**config.mk**
```make
export PLATFORM = sky130hd
export DESIGN_NAME = rs485_relay_command_node
export DESIGN_NICKNAME = d
export VERILOG_FILES = /design/src/rtl/rrcn_pkg.sv /design/src/rtl/rrcn_reply_buf.sv /design/src/rtl/rs485_relay_command_node.sv
export VERILOG_INCLUDE_DIRS = /design/src /design/src/rtl
export SDC_FILE = /design/constraint.sdc
export NUM_CORES = 1
export LEC_CHECK = 0
export BUFFER_PORTS_ARGS = -buffer_cell sky130_fd_sc_hd__buf_2
export CORE_MARGIN = 5
export CORE_UTILIZATION = 43
export DETAILED_ROUTE_END_ITERATION = 12
export PLACE_DENSITY_LB_ADDON = 0.2
export SLEW_MARGIN = 30
export SYNTH_ARGS = -nofsm -noshare
export SYNTH_HDL_FRONTEND = slang
export SYNTH_SLANG_ARGS = --single-unit
```
**constraint.sdc**
```tcl
create_clock -name clk -period 8.8 [get_ports clk]
set_input_delay 0.44 -clock clk [delete_from_list [all_inputs] [get_ports clk]]
set_output_delay 0.44 -clock clk [all_outputs]
set_load 0.01 [all_outputs]
```
**src/rtl/rs485_relay_command_node_assert.svh**
```systemverilog
// Assertion helpers for the relay command node.
// Both sample on the rising edge of clk and stay quiet while rst_n is low.
`ifndef RS485_RELAY_COMMAND_NODE_ASSERT_SVH
`define RS485_RELAY_COMMAND_NODE_ASSERT_SVH

// Same-cycle implication.
`define RRCN_ASSERT_IMPL(lbl, ante, cons, msg) \
  lbl: assert property (@(posedge clk) disable iff (!rst_n) (ante) |-> (cons)) \
    else $error(msg);

// Next-cycle implication.
`define RRCN_ASSERT_NEXT(lbl, ante, cons, msg) \
  lbl: assert property (@(posedge clk) disable iff (!rst_n) (ante) |=> (cons)) \
    else $error(msg);

`endif

```
**src/rtl/rrcn_pkg.sv**
```systemverilog
`timescale 1ns / 1ps
`default_nettype none

package rrcn_pkg;

  localparam int TICKS_PER_STEP      = 100;
  localparam int STEPS_PER_ID_SAMPLE = 10;

  localparam logic [15:0] CRC_INIT = 16'hFFFF;
  localparam logic [15:0] CRC_POLY = 16'hA001;

  localparam int REPLY_LEN = 6;
  localparam int RES_CNT_W = $clog2(REPLY_LEN);

  // One request's worth of results, handed to the reply buffer.
  typedef struct packed {
    logic                         vld;
    logic                         multi;   // six reply bytes instead of one status result
    logic [1:0]                   relays;  // bit0 relay A, bit1 relay B
    logic [REPLY_LEN-1:0][7:0]    bytes;   // entry 0 goes out first
  } reply_load_t;

  // CRC-16/Modbus over one byte, reflected.
  function automatic logic [15:0] crc16_byte(input logic [15:0] crc_in,
                                             input logic [7:0]  data);
    logic [15:0] c;
    c = crc_in ^ {8'h00, data};
    for (int i = 0; i < 8; i++) begin
      c = c[0] ? ((c >> 1) ^ CRC_POLY) : (c >> 1);
    end
    return c;
  endfunction

endpackage

`default_nettype wire

```
**src/rtl/rrcn_reply_buf.sv**
```systemverilog
`timescale 1ns / 1ps
`default_nettype none

module rrcn_reply_buf import rrcn_pkg::*; (
  input  wire logic        clk,
  input  wire logic        rst_n,
  input  wire reply_load_t load,
  output logic             buf_free,
  output logic             out_valid,
  input  wire logic        out_stall,
  output logic             out_relay_a_on,
  output logic             out_relay_b_on,
  output logic             out_tx_valid,
  output logic [7:0]       out_tx_byte,
  output logic             out_last
);

  logic                       vld_r,    vld_nxt;
  logic                       multi_r,  multi_nxt;
  logic [1:0]                 relays_r, relays_nxt;
  logic [REPLY_LEN-1:0][7:0]  bytes_r,  bytes_nxt;
  logic [RES_CNT_W-1:0]       rem_r,    rem_nxt;
  logic                       take;

  assign take     = vld_r && !out_stall;
  assign buf_free = !vld_r || (take && (rem_r == '0));

  always_comb begin
    vld_nxt    = vld_r;
    multi_nxt  = multi_r;
    relays_nxt = relays_r;
    bytes_nxt  = bytes_r;
    rem_nxt    = rem_r;
    if (take) begin
      if (rem_r == '0) begin
        vld_nxt = 1'b0;
      end else begin
        rem_nxt   = rem_r - 1'b1;
        bytes_nxt = bytes_r >> 8;
      end
    end
    if (load.vld) begin
      vld_nxt    = 1'b1;
      multi_nxt  = load.multi;
      relays_nxt = load.relays;
      bytes_nxt  = load.bytes;
      rem_nxt    = load.multi ? RES_CNT_W'(REPLY_LEN - 1) : '0;
    end
  end

  always_ff @(posedge clk) begin
    if (!rst_n) begin
      vld_r <= 1'b0;
    end else begin
      vld_r <= vld_nxt;
    end
    multi_r  <= multi_nxt;
    relays_r <= relays_nxt;
    bytes_r  <= bytes_nxt;
    rem_r    <= rem_nxt;
  end

  assign out_valid      = vld_r;
  assign out_relay_a_on = relays_r[0];
  assign out_relay_b_on = relays_r[1];
  assign out_tx_valid   = multi_r;
  assign out_tx_byte    = multi_r ? bytes_r[0] : 8'h00;
  assign out_last       = (rem_r == '0);

endmodule

`default_nettype wire

```
**src/rtl/rs485_relay_command_node.sv**
```systemverilog
// A request is registered in the input register, then loaded into the reply buffer.
// Throughput: one request per cycle while out_stall is low; a good frame's six reply
// bytes leave one per unstalled cycle and hold off new requests until the last goes.
// Reset (rst_n low, synchronous): parser waits for the address, counters and relays
// clear, device id 0, registers return to address 1, function 6, pulse 5 steps.
`timescale 1ns / 1ps
`default_nettype none

module rs485_relay_command_node import rrcn_pkg::*; (
  input  wire logic        clk,
  input  wire logic        rst_n,
  // request channel
  input  wire logic        in_valid,
  output logic             in_stall,
  input  wire logic        in_req_type,
  input  wire logic [7:0]  in_rx_byte,
  input  wire logic [1:0]  in_switch_pins,
  // result channel
  output logic             out_valid,
  input  wire logic        out_stall,
  output logic             out_relay_a_on,
  output logic             out_relay_b_on,
  output logic             out_tx_valid,
  output logic [7:0]       out_tx_byte,
  output logic             out_last,
  // configuration port
  input  wire logic        cfg_psel,
  input  wire logic        cfg_penable,
  input  wire logic        cfg_pwrite,
  input  wire logic [3:0]  cfg_paddr,
  input  wire logic [31:0] cfg_pwdata,
  output logic [31:0]      cfg_prdata,
  output logic             cfg_pready
);

  typedef enum logic [1:0] {
    REG_OWN_ADDR = 2'd0,
    REG_FUNC     = 2'd1,
    REG_PULSE    = 2'd2
  } reg_idx_t;

  typedef enum logic [2:0] {
    PH_ADDR = 3'b001,
    PH_FUNC = 3'b010,
    PH_DATA = 3'b100
  } phase_t;

  localparam int TICK_W = $clog2(TICKS_PER_STEP + 1);
  localparam int STEP_W = $clog2(STEPS_PER_ID_SAMPLE + 1);
  localparam logic [TICK_W-1:0] TICK_LAST = TICK_W'(TICKS_PER_STEP - 1);
  localparam logic [STEP_W-1:0] STEP_LAST = STEP_W'(STEPS_PER_ID_SAMPLE - 1);

  // configuration
  logic [7:0] own_addr_r, func_byte_r, pulse_steps_r;
  logic [15:0] crc_af_r;
  logic cfg_wr;
  reg_idx_t cfg_idx;

  // input register
  logic       s0_vld_r, s0_vld_nxt;
  logic       s0_req_r;
  logic [7:0] s0_rx_r;
  logic [1:0] s0_pins_r;

  // parser and timer state
  phase_t             phase_r,    phase_nxt;
  logic [2:0]         pcount_r,   pcount_nxt;
  logic [3:0][7:0]    payload_r,  payload_nxt;
  logic [TICK_W-1:0]  tick_sub_r, tick_sub_nxt;
  logic [STEP_W-1:0]  step_cnt_r, step_cnt_nxt;
  logic [7:0]         countdown_r, countdown_nxt;
  logic [1:0]         relays_r,   relays_nxt;
  logic [1:0]         dev_id_r,   dev_id_nxt;

  logic        in_accept, fire, buf_free;
  logic        step_hit;
  logic [15:0] crc_calc;
  logic        frame_ok;
  reply_load_t load;

  assign cfg_pready = 1'b1;
  assign cfg_wr     = cfg_psel && cfg_penable && cfg_pwrite && cfg_pready;
  assign cfg_idx    = reg_idx_t'(cfg_paddr[3:2]);

  always_comb begin
    unique case (cfg_idx)
      REG_OWN_ADDR: cfg_prdata = {24'h0, own_addr_r};
      REG_FUNC:     cfg_prdata = {24'h0, func_byte_r};
      REG_PULSE:    cfg_prdata = {24'h0, pulse_steps_r};
      default:      cfg_prdata = 32'h0;
    endcase
  end

  always_ff @(posedge clk) begin
    if (!rst_n) begin
      own_addr_r    <= 8'd1;
      func_byte_r   <= 8'd6;
      pulse_steps_r <= 8'd5;
    end else if (cfg_wr) begin
      unique case (cfg_idx)
        REG_OWN_ADDR: own_addr_r    <= cfg_pwdata[7:0];
        REG_FUNC:     func_byte_r   <= cfg_pwdata[7:0];
        REG_PULSE:    pulse_steps_r <= cfg_pwdata[7:0];
        default: ;
      endcase
    end
  end

  // CRC of the two header bytes is registered from the address and function registers;
  // a request only reaches the parser through the input register after it is taken.
  always_ff @(posedge clk) begin
    crc_af_r <= crc16_byte(crc16_byte(CRC_INIT, own_addr_r), func_byte_r);
  end

  // input register
  assign fire      = s0_vld_r && buf_free;
  assign in_stall  = !rst_n || (s0_vld_r && !buf_free);
  assign in_accept = in_valid && !in_stall;

  always_comb begin
    s0_vld_nxt = s0_vld_r;
    if (fire) s0_vld_nxt = 1'b0;
    if (in_accept) s0_vld_nxt = 1'b1;
  end

  always_ff @(posedge clk) begin
    if (!rst_n) begin
      s0_vld_r <= 1'b0;
    end else begin
      s0_vld_r <= s0_vld_nxt;
    end
    if (in_accept) begin
      s0_req_r  <= in_req_type;
      s0_rx_r   <= in_rx_byte;
      s0_pins_r <= in_switch_pins;
    end
  end

  // frame check on the last byte: the CRC low byte is the one arriving now
  assign crc_calc = crc16_byte(crc16_byte(crc_af_r, payload_r[0]), payload_r[1]);
  assign frame_ok = (crc_calc == {payload_r[2], s0_rx_r}) &&
                    (payload_r[0] == {6'h00, dev_id_r});
  assign step_hit = (tick_sub_r == TICK_LAST);

  always_comb begin
    phase_nxt     = phase_r;
    pcount_nxt    = pcount_r;
    payload_nxt   = payload_r;
    tick_sub_nxt  = tick_sub_r;
    step_cnt_nxt  = step_cnt_r;
    countdown_nxt = countdown_r;
    relays_nxt    = relays_r;
    dev_id_nxt    = dev_id_r;
    load          = '0;

    if (fire) begin
      if (s0_req_r) begin
        tick_sub_nxt = step_hit ? '0 : tick_sub_r + 1'b1;
        if (step_hit) begin
          countdown_nxt = countdown_r - 8'd1;
          if (countdown_nxt == 8'd0) relays_nxt = 2'b00;
          if (step_cnt_r == STEP_LAST) begin
            step_cnt_nxt = '0;
            dev_id_nxt   = ~s0_pins_r;
          end else begin
            step_cnt_nxt = step_cnt_r + 1'b1;
          end
        end
      end else begin
        unique case (phase_r)
          PH_ADDR: begin
            if (s0_rx_r == own_addr_r) begin
              pcount_nxt = 3'd1;
              phase_nxt  = PH_FUNC;
            end
          end
          PH_FUNC: begin
            // a wrong function byte keeps the parser here
            if (s0_rx_r == func_byte_r) begin
              pcount_nxt = 3'd2;
              phase_nxt  = PH_DATA;
            end
          end
          PH_DATA: begin
            payload_nxt[2'(pcount_r - 3'd2)] = s0_rx_r;
            pcount_nxt = pcount_r + 3'd1;
            if (pcount_nxt >= 3'd6) begin
              phase_nxt = PH_ADDR;
              if (frame_ok) begin
                relays_nxt    = (payload_r[1] != 8'h00) ? 2'b01 : 2'b10;
                countdown_nxt = pulse_steps_r;
                load.multi    = 1'b1;
                // reply CRC equals the frame CRC: the target matched the id
                load.bytes    = {crc_calc[15:8], crc_calc[7:0], payload_r[1],
                                 {6'h00, dev_id_r}, func_byte_r, own_addr_r};
              end
            end
          end
          default: phase_nxt = PH_ADDR;
        endcase
      end
      load.vld    = 1'b1;
      load.relays = relays_nxt;
    end
  end

  always_ff @(posedge clk) begin
    if (!rst_n) begin
      phase_r     <= PH_ADDR;
      pcount_r    <= 3'd0;
      tick_sub_r  <= '0;
      step_cnt_r  <= '0;
      countdown_r <= 8'd0;
      relays_r    <= 2'b00;
      dev_id_r    <= 2'b00;
    end else begin
      phase_r     <= phase_nxt;
      pcount_r    <= pcount_nxt;
      tick_sub_r  <= tick_sub_nxt;
      step_cnt_r  <= step_cnt_nxt;
      countdown_r <= countdown_nxt;
      relays_r    <= relays_nxt;
      dev_id_r    <= dev_id_nxt;
    end
    payload_r <= payload_nxt;
  end

  rrcn_reply_buf u_reply (
    .clk            (clk),
    .rst_n          (rst_n),
    .load           (load),
    .buf_free       (buf_free),
    .out_valid      (out_valid),
    .out_stall      (out_stall),
    .out_relay_a_on (out_relay_a_on),
    .out_relay_b_on (out_relay_b_on),
    .out_tx_valid   (out_tx_valid),
    .out_tx_byte    (out_tx_byte),
    .out_last       (out_last)
  );

`include "rs485_relay_command_node_assert.svh"

  `RRCN_ASSERT_IMPL(a_relays_exclusive, 1'b1, !(relays_r[0] && relays_r[1]), "both relays driven")
  `RRCN_ASSERT_IMPL(a_status_result, out_valid && !out_tx_valid, out_last && (out_tx_byte == 8'h00), "status result malformed")
  `RRCN_ASSERT_NEXT(a_reply_contiguous, out_valid && out_tx_valid && !out_last && !out_stall, out_valid && out_tx_valid, "reply frame broken")
  `RRCN_ASSERT_IMPL(a_no_drop, s0_vld_r && !buf_free, in_stall, "request overwritten while held")

endmodule

`default_nettype wire

```
==> results of run 1 <==
## cell usage after synthesis, types with 3 or more instances
master | count | area share (%)
o21ai_0 | 27 | 1.7
nand2b_1 | 6 | 0.48
edfxtp_1 | 89 | 34
nand4_1 | 7 | 0.56
a211oi_1 | 4 | 0.39
buf_4 | 25 | 2.4
buf_1 | 4 | 0.19
nor4_1 | 9 | 0.72
inv_1 | 12 | 0.58
o211ai_1 | 4 | 0.39
and3_1 | 7 | 0.56
o21a_1 | 3 | 0.29
nand2_1 | 47 | 2.3
a22o_1 | 30 | 3.4
nor2b_1 | 5 | 0.40
clkbuf_1 | 33 | 1.6
xnor2_1 | 64 | 7.2
nor3b_1 | 3 | 0.29
dfxtp_1 | 71 | 18
buf_2 | 3 | 0.19
xor2_1 | 49 | 5.5
nor3_1 | 11 | 0.71
and2_1 | 19 | 1.5
a31oi_1 | 4 | 0.32
a21oi_1 | 16 | 1.0
xnor2_2 | 3 | 0.63
mux2i_1 | 39 | 5.0
nand3_1 | 14 | 0.90
nor2_1 | 63 | 3.0
ha_1 | 9 | 1.4
## per-stage QoR
stage	utilization (%)	cells	total power, mW	hold slack [ns]	setup WS, ns
finish	48.8	985	1.85	0.185	5.29
global route	48.8	985	1.91	0.175	5.02
detailed placement	45.3	953	1.07	0.416	5.35
global placement	45.3	953	1.07	0.411	5.35
CTS	48.8	985	1.87	0.169	5.30
floorplan	-	736	1.02	0.406	5.10
## layer usage
| metal | up-vias | wire [um] | global-route usage, % |
|---|---|---|---|
| met4 | 0 | 488 | 7.12 |
| met2 | 192 | 8610 | 29.1 |
| met3 | 34 | 1200 | 3.27 |
| met5 | - | 0 | 0 |
| li1 | 2503 | - | - |
| met1 | 2509 | 8240 | 24.9 |
## final cells by class
class,count,share of cell area (%)
flip-flops and latches,160,46.9
multi-input cells,496,38.8
clock buffers,18,4.91
well taps,229,3.28
repair buffers,54,3.24
clock inverters,14,2.32
inverters,14,0.616
## flip-flops by register name (all words and copies together), names as in the netlist
register	count
u_reply.relays_r	2
func_byte_r	8
u_reply.out_valid	1
s0_pins_r	2
phase_r	3
countdown_r	8
u_reply.bytes_r	48
tick_sub_r	7
u_reply.rem_r	3
pulse_steps_r	8
step_cnt_r	4
payload_r	24
s0_rx_r	8
s0_req_r	1
crc_af_r	16
relays_r	2
u_reply.out_tx_valid	1
s0_vld_r	1
dev_id_r	2
own_addr_r	8
pcount_r	3
## cells by family after synthesis
group                    count (synthesis)  synth area share (%)
AO/OA/AOI/OAI                          100                  8.80
XOR/XNOR                               117                  13.5
adder cells (fa/ha/maj)                  9                  1.45
buffers and inverters                   80                  5.20
flip-flops                             160                  52.6
multiplexers                            40                  5.16
other                                    2                0.0964
AND/OR/NAND/NOR                        205                  13.2
## power by group through the flow
stage | logic, mW | registers (mW) | clock network [mW]
finish | 0.203 | 0.855 | 0.791
global placement | 0.196 | 0.870 | 0
global route | 0.220 | 0.858 | 0.832
detailed placement | 0.201 | 0.871 | 0
CTS | 0.203 | 0.855 | 0.808
floorplan | 0.162 | 0.862 | 0
## worst max-delay path by stage
stage | start | end | slack (ns) | depth (start not counted)
after detailed placement | payload_r[0] | countdown_r[6] | 5.35 | 9
final | payload_r[14] | countdown_r[2] | 5.29 | 9
after CTS | payload_r[14] | countdown_r[6] | 5.30 | 9
after global routing | payload_r[14] | countdown_r[6] | 5.02 | 9
after global placement | payload_r[0] | countdown_r[6] | 5.35 | 9
after floorplan | u_reply.rem_r[0] | u_reply.bytes_r[0] | 5.10 | 5
==> flow_summary.toml, run 1 <==
[outcome]
status = "finished, final reports clean"

[sta]
final_period_minus_worst_setup_slack_ns = 3.51
timing_max_transition_violations_final = 0
fin_setup_tns_ns = 0
rsz0062_at_grt = "no"
setup_viol = 0
clock.fmax_mhz = 285
fin_crit_sh_pct = 39.9
skew_ns = 0.00892
worst_pin_slew_ns = 0.709
relSlewSlack_pct = 52.7
hold_viol_final = 0

[layout]
syn_to_final_growth_pct = 12.2
layout_commonest_cell = "edfxtp_1"
nNetsFinal = 806
stdcell_area_mm2 = 0.00874
drive_above_1_share_pct = 12.7
final_cell_mix = "89 x edfxtp_1, 71 x dfxtp_1, 64 x xnor2_1, 63 x nor2_1"
seqCellArea_mm2 = 0.00409
multi_input_area_mm2 = 0.00339
fill_cells = 1651
diodes = 0

[logic_synthesis]
yosys_warnings = 0
syn_inst = 713
synth_edf_count = 89
netlist_area_mm2 = 0.00779
seq_area_frac_synth_pct = 52.6
synth.distinct_cells = 54
ys_ff_latch = 160
synth-async-reset-ratio_pct = 0
synth_flop_cell = "edfxtp_1"
syn_area_per_cell_um2 = 10.9

[floorplanning]
core_mm2 = 0.0179
start_util_pct = 43.5
die_w_um = 145
dieArea_mm2 = 0.0209
die-height_um = 145
io-pin-count = 101
core.rowCount = 49

[global_routing]
antenna_found_initial = 0
grt_pass1_vias = 5205
grt_start_max_net_pins = 52
grt_use_total_pct = 18.3
grt_overflow = 0
grt_pass1_wl_um = 28600

[power_and_ir_drop]
power_frac_comb_pct = 11.0
leakage_nw = 3.37
p_int_mw = 1.40
swShare_pct = 24.4
power.share.clock_pct = 42.8
ir_worst_vdd_uv = 141
net-switching-power_uw = 452
seqPwrFrac_pct = 46.2
cellPowerDensity_mw_per_mm2 = 212

[critical_path]
regToRegEndpoint = "countdown_r[2]"
critPathTopFamily = "XOR/XNOR gates"
r2r_start = "payload_r[14]"
cp_data_required_time_ns = 9.10
endpoint_kind = "flip-flop"
cp_common_cell = "xnor2_1"
crit_type = "flip-flop to flip-flop"
path_buf_inv = 0
reg2reg_depth = 9
start_kind = "flip-flop"
r2r_setup_slack_ns = 5.29
crit_slowest_cell = "mux2i_1"
crit_fanout = 6
crit_arrival_ns = 3.81
path_cells = "xnor2_1, xnor2_1, xnor2_1, xnor2_1, xnor2_1, mux2i_1, nor3_1, nor2_1, o221ai_1"
crit_path_max_incr_delay_ns = 0.62

[detailed_routing]
wl_per_cell_um = 18.8
drc = 0
drt_iter0_markers = 397
drt_wl_total_um = 18500
vias = 5238
drt_pass1_iterations = 5
viasPerCell = 5.32
ant_nets = 0

[clocking]
clock_latency_ns = 0.43
cts_buffers = 17
cts-root-buf = "clkbuf_16"
cts_max_level = 4
cts_sinks = 160
cts_setup_buffers = 0
post_cts_resized = 0
clockBufferDepth = 2
clkTransAtPathRegs_ns = 0.07
cts_hold_buf = 0
cts_tree = "done"

[hold_path]
hp-class = "input pin to flip-flop"
min_to = "s0_rx_r[1]"
min-delay-start = "in_rx_byte[1]"
hold_path_depth = 1

[placed_design]
numPortBuffers = 49
gp_congestion = 0.888
dp_hpwl_um = 13000
postPlaceCellArea_mm2 = 0.00810

[job]
maxCapViolations = 0
Power figures use the tool's default switching activity.
==> inputs of run 2 (changes only) <==
==> constraint.sdc (replaced) <==
create_clock -name clk -period 2.8 [get_ports clk]
set_input_delay 0.14 -clock clk [delete_from_list [all_inputs] [get_ports clk]]
set_output_delay 0.14 -clock clk [all_outputs]
set_load 0.01 [all_outputs]
==> flow_summary.toml, run 2 (synthesis gave the netlist of run 1 again) <==
[critical_path]
endpoint_kind = "flip-flop"
crit_fanout = 14
crit_arrival_ns = 3.45
crit_type = "flip-flop to flip-flop"
cp_data_required_time_ns = 3.10
start_kind = "flip-flop"

[layout]
syn_to_final_growth_pct = 31.7
seqCellArea_mm2 = 0.00409
reg_top3 = "u_reply.bytes_r x48, payload_r x24, crc_af_r x16"
top_register = "u_reply.bytes_r"
fill_cells = 1539
multi_input_area_mm2 = 0.00380
drive_above_1_share_pct = 27.5
largest_reg_flops = 48
diodes = 0
stdcell_area_mm2 = 0.0103
nNetsFinal = 938
layout_commonest_cell = "buf_4"
final_util_pct = 57.3
final_cell_mix = "102 x buf_4, 89 x edfxtp_1, 71 x dfxtp_1, 63 x nor2_1, 49 x buf_2"

[floorplanning]
io-pin-count = 101
dieArea_mm2 = 0.0209
core.rowCount = 49
die-height_um = 145
core_mm2 = 0.0179
die_w_um = 145
start_util_pct = 43.5

[detailed_routing]
vias = 5806
drt_wl_total_um = 20800
drt_pass1_iterations = 5
wl_per_cell_um = 18.6
drt_iter0_markers = 455
viasPerCell = 5.20
drc = 0
ant_nets = 0

[placed_design]
gp_congestion = 0.941
numPortBuffers = 49
postPlaceCellArea_mm2 = 0.00886
dp_hpwl_um = 14600

[sta]
timing_max_transition_violations_final = 0
fin_setup_tns_ns = -14.25
clock.fmax_mhz = 318
setup_ws_ns = -0.349
skew_ns = 0.00698
setup_viol = 55
fin_crit_sh_pct = 112
relSlewSlack_pct = 55.8
final_period_minus_worst_setup_slack_ns = 3.15
hold_viol_final = 0
worst_pin_slew_ns = 0.663
whs_ns = 0.183
rsz0062_at_grt = "yes"

[power_and_ir_drop]
ir_worst_vdd_uv = 482
leakage_nw = 4.18
total_power_mw = 6.07
cellPowerDensity_mw_per_mm2 = 592

[outcome]
status = "finished with violations"
violations = "negative setup slack"

[job]
maxCapViolations = 0

[clocking]
cts_buffers = 17
clock_latency_ns = 0.43
cts-root-buf = "clkbuf_16"
cts_max_level = 4
clockBufferDepth = 2
cts_sinks = 160
cts_tree = "done"
clkTransAtPathRegs_ns = 0.07

[global_routing]
grt_pass1_vias = 5795
grt_pass1_wl_um = 31700
grt_start_max_net_pins = 52
grt_overflow = 0
antenna_found_initial = 0
grt_use_total_pct = 20.2

[hold_path]
hp-class = "input pin to flip-flop"
run 2: cell count changes in the layout (fill, tap and decap cells not counted), sizes merged:
cell / change
buf: +108
dlygate4sd3: +22
or4: +1
inv: -5
clkinv: +4
clkbuf: +3
bufinv: -1
run 2: final cells by class:
class                      instances  share of cell area, %
sequential                       160                   39.9
multi-input combinational        497                   37.0
timing repair buffer             185                   13.8
clock buffer                      20                   4.36
tap                              229                   2.79
clock inverter                    12                   1.57
inverter                          14                  0.512
run 2: critical path: stages (launching register included):
cell and delay [ns]:
edfxtp_1 0.49, xnor2_4 0.28, xor2_2 0.29, xnor2_1 0.19, nand2_1 0.10, or4b_1 0.49
or3_4 0.38, buf_6 0.15, nor4_4 0.14, buf_4 0.20, clkbuf_16 0.18, a22o_1 0.13
run 2: repair_timing:
item	in CTS	in global routing
hold endpoints to repair	33	0
setup endpoints to repair	57	63
pin swaps	11	0
hold buffers	22	0
resized for setup	59	7
cloned	1	1
setup buffers	18	1
run 2: layer usage:
metal	vias to the layer above	track usage, %	part of all wire [%]
met2	176	32.8	48
met4	0	7.22	2.4
li1	2783	-	-
met1	2808	26.7	44
met5	-	0	0
met3	39	4.53	5.3
run 2: stage by stage:
stage / cells / setup slack (ns)
2_1_floorplan: 736 / -0.0543
3_3_place_gp: 1046 / -0.364
3_5_place_dp: 1046 / -0.463
4_1_cts: 1115 / -0.259
5_1_grt: 1117 / -0.456
6_report: 1117 / -0.349
run 2: final timing paths:
| path | from | end | slack (ns) | cells after the start |
|---|---|---|---|---|
| max | payload_r[8] | u_reply.bytes_r[34] | -0.35 | 11 |
| min | out_stall | u_reply.out_valid | 0.18 | 4 |
| max reg2reg | payload_r[8] | u_reply.bytes_r[34] | -0.35 | 11 |
| min reg2reg | s0_pins_r[1] | dev_id_r[1] | 0.44 | 1 |
run 2: where the power goes:
| group | internal, mW | leakage (nW) | switching (mW) | total [mW] |
|---|---|---|---|---|
| registers | 2.62 | 1.42 | 0.0556 | 2.67 |
| clock network | 1.43 | 0.288 | 0.960 | 2.39 |
| logic | 0.514 | 2.47 | 0.494 | 1.01 |
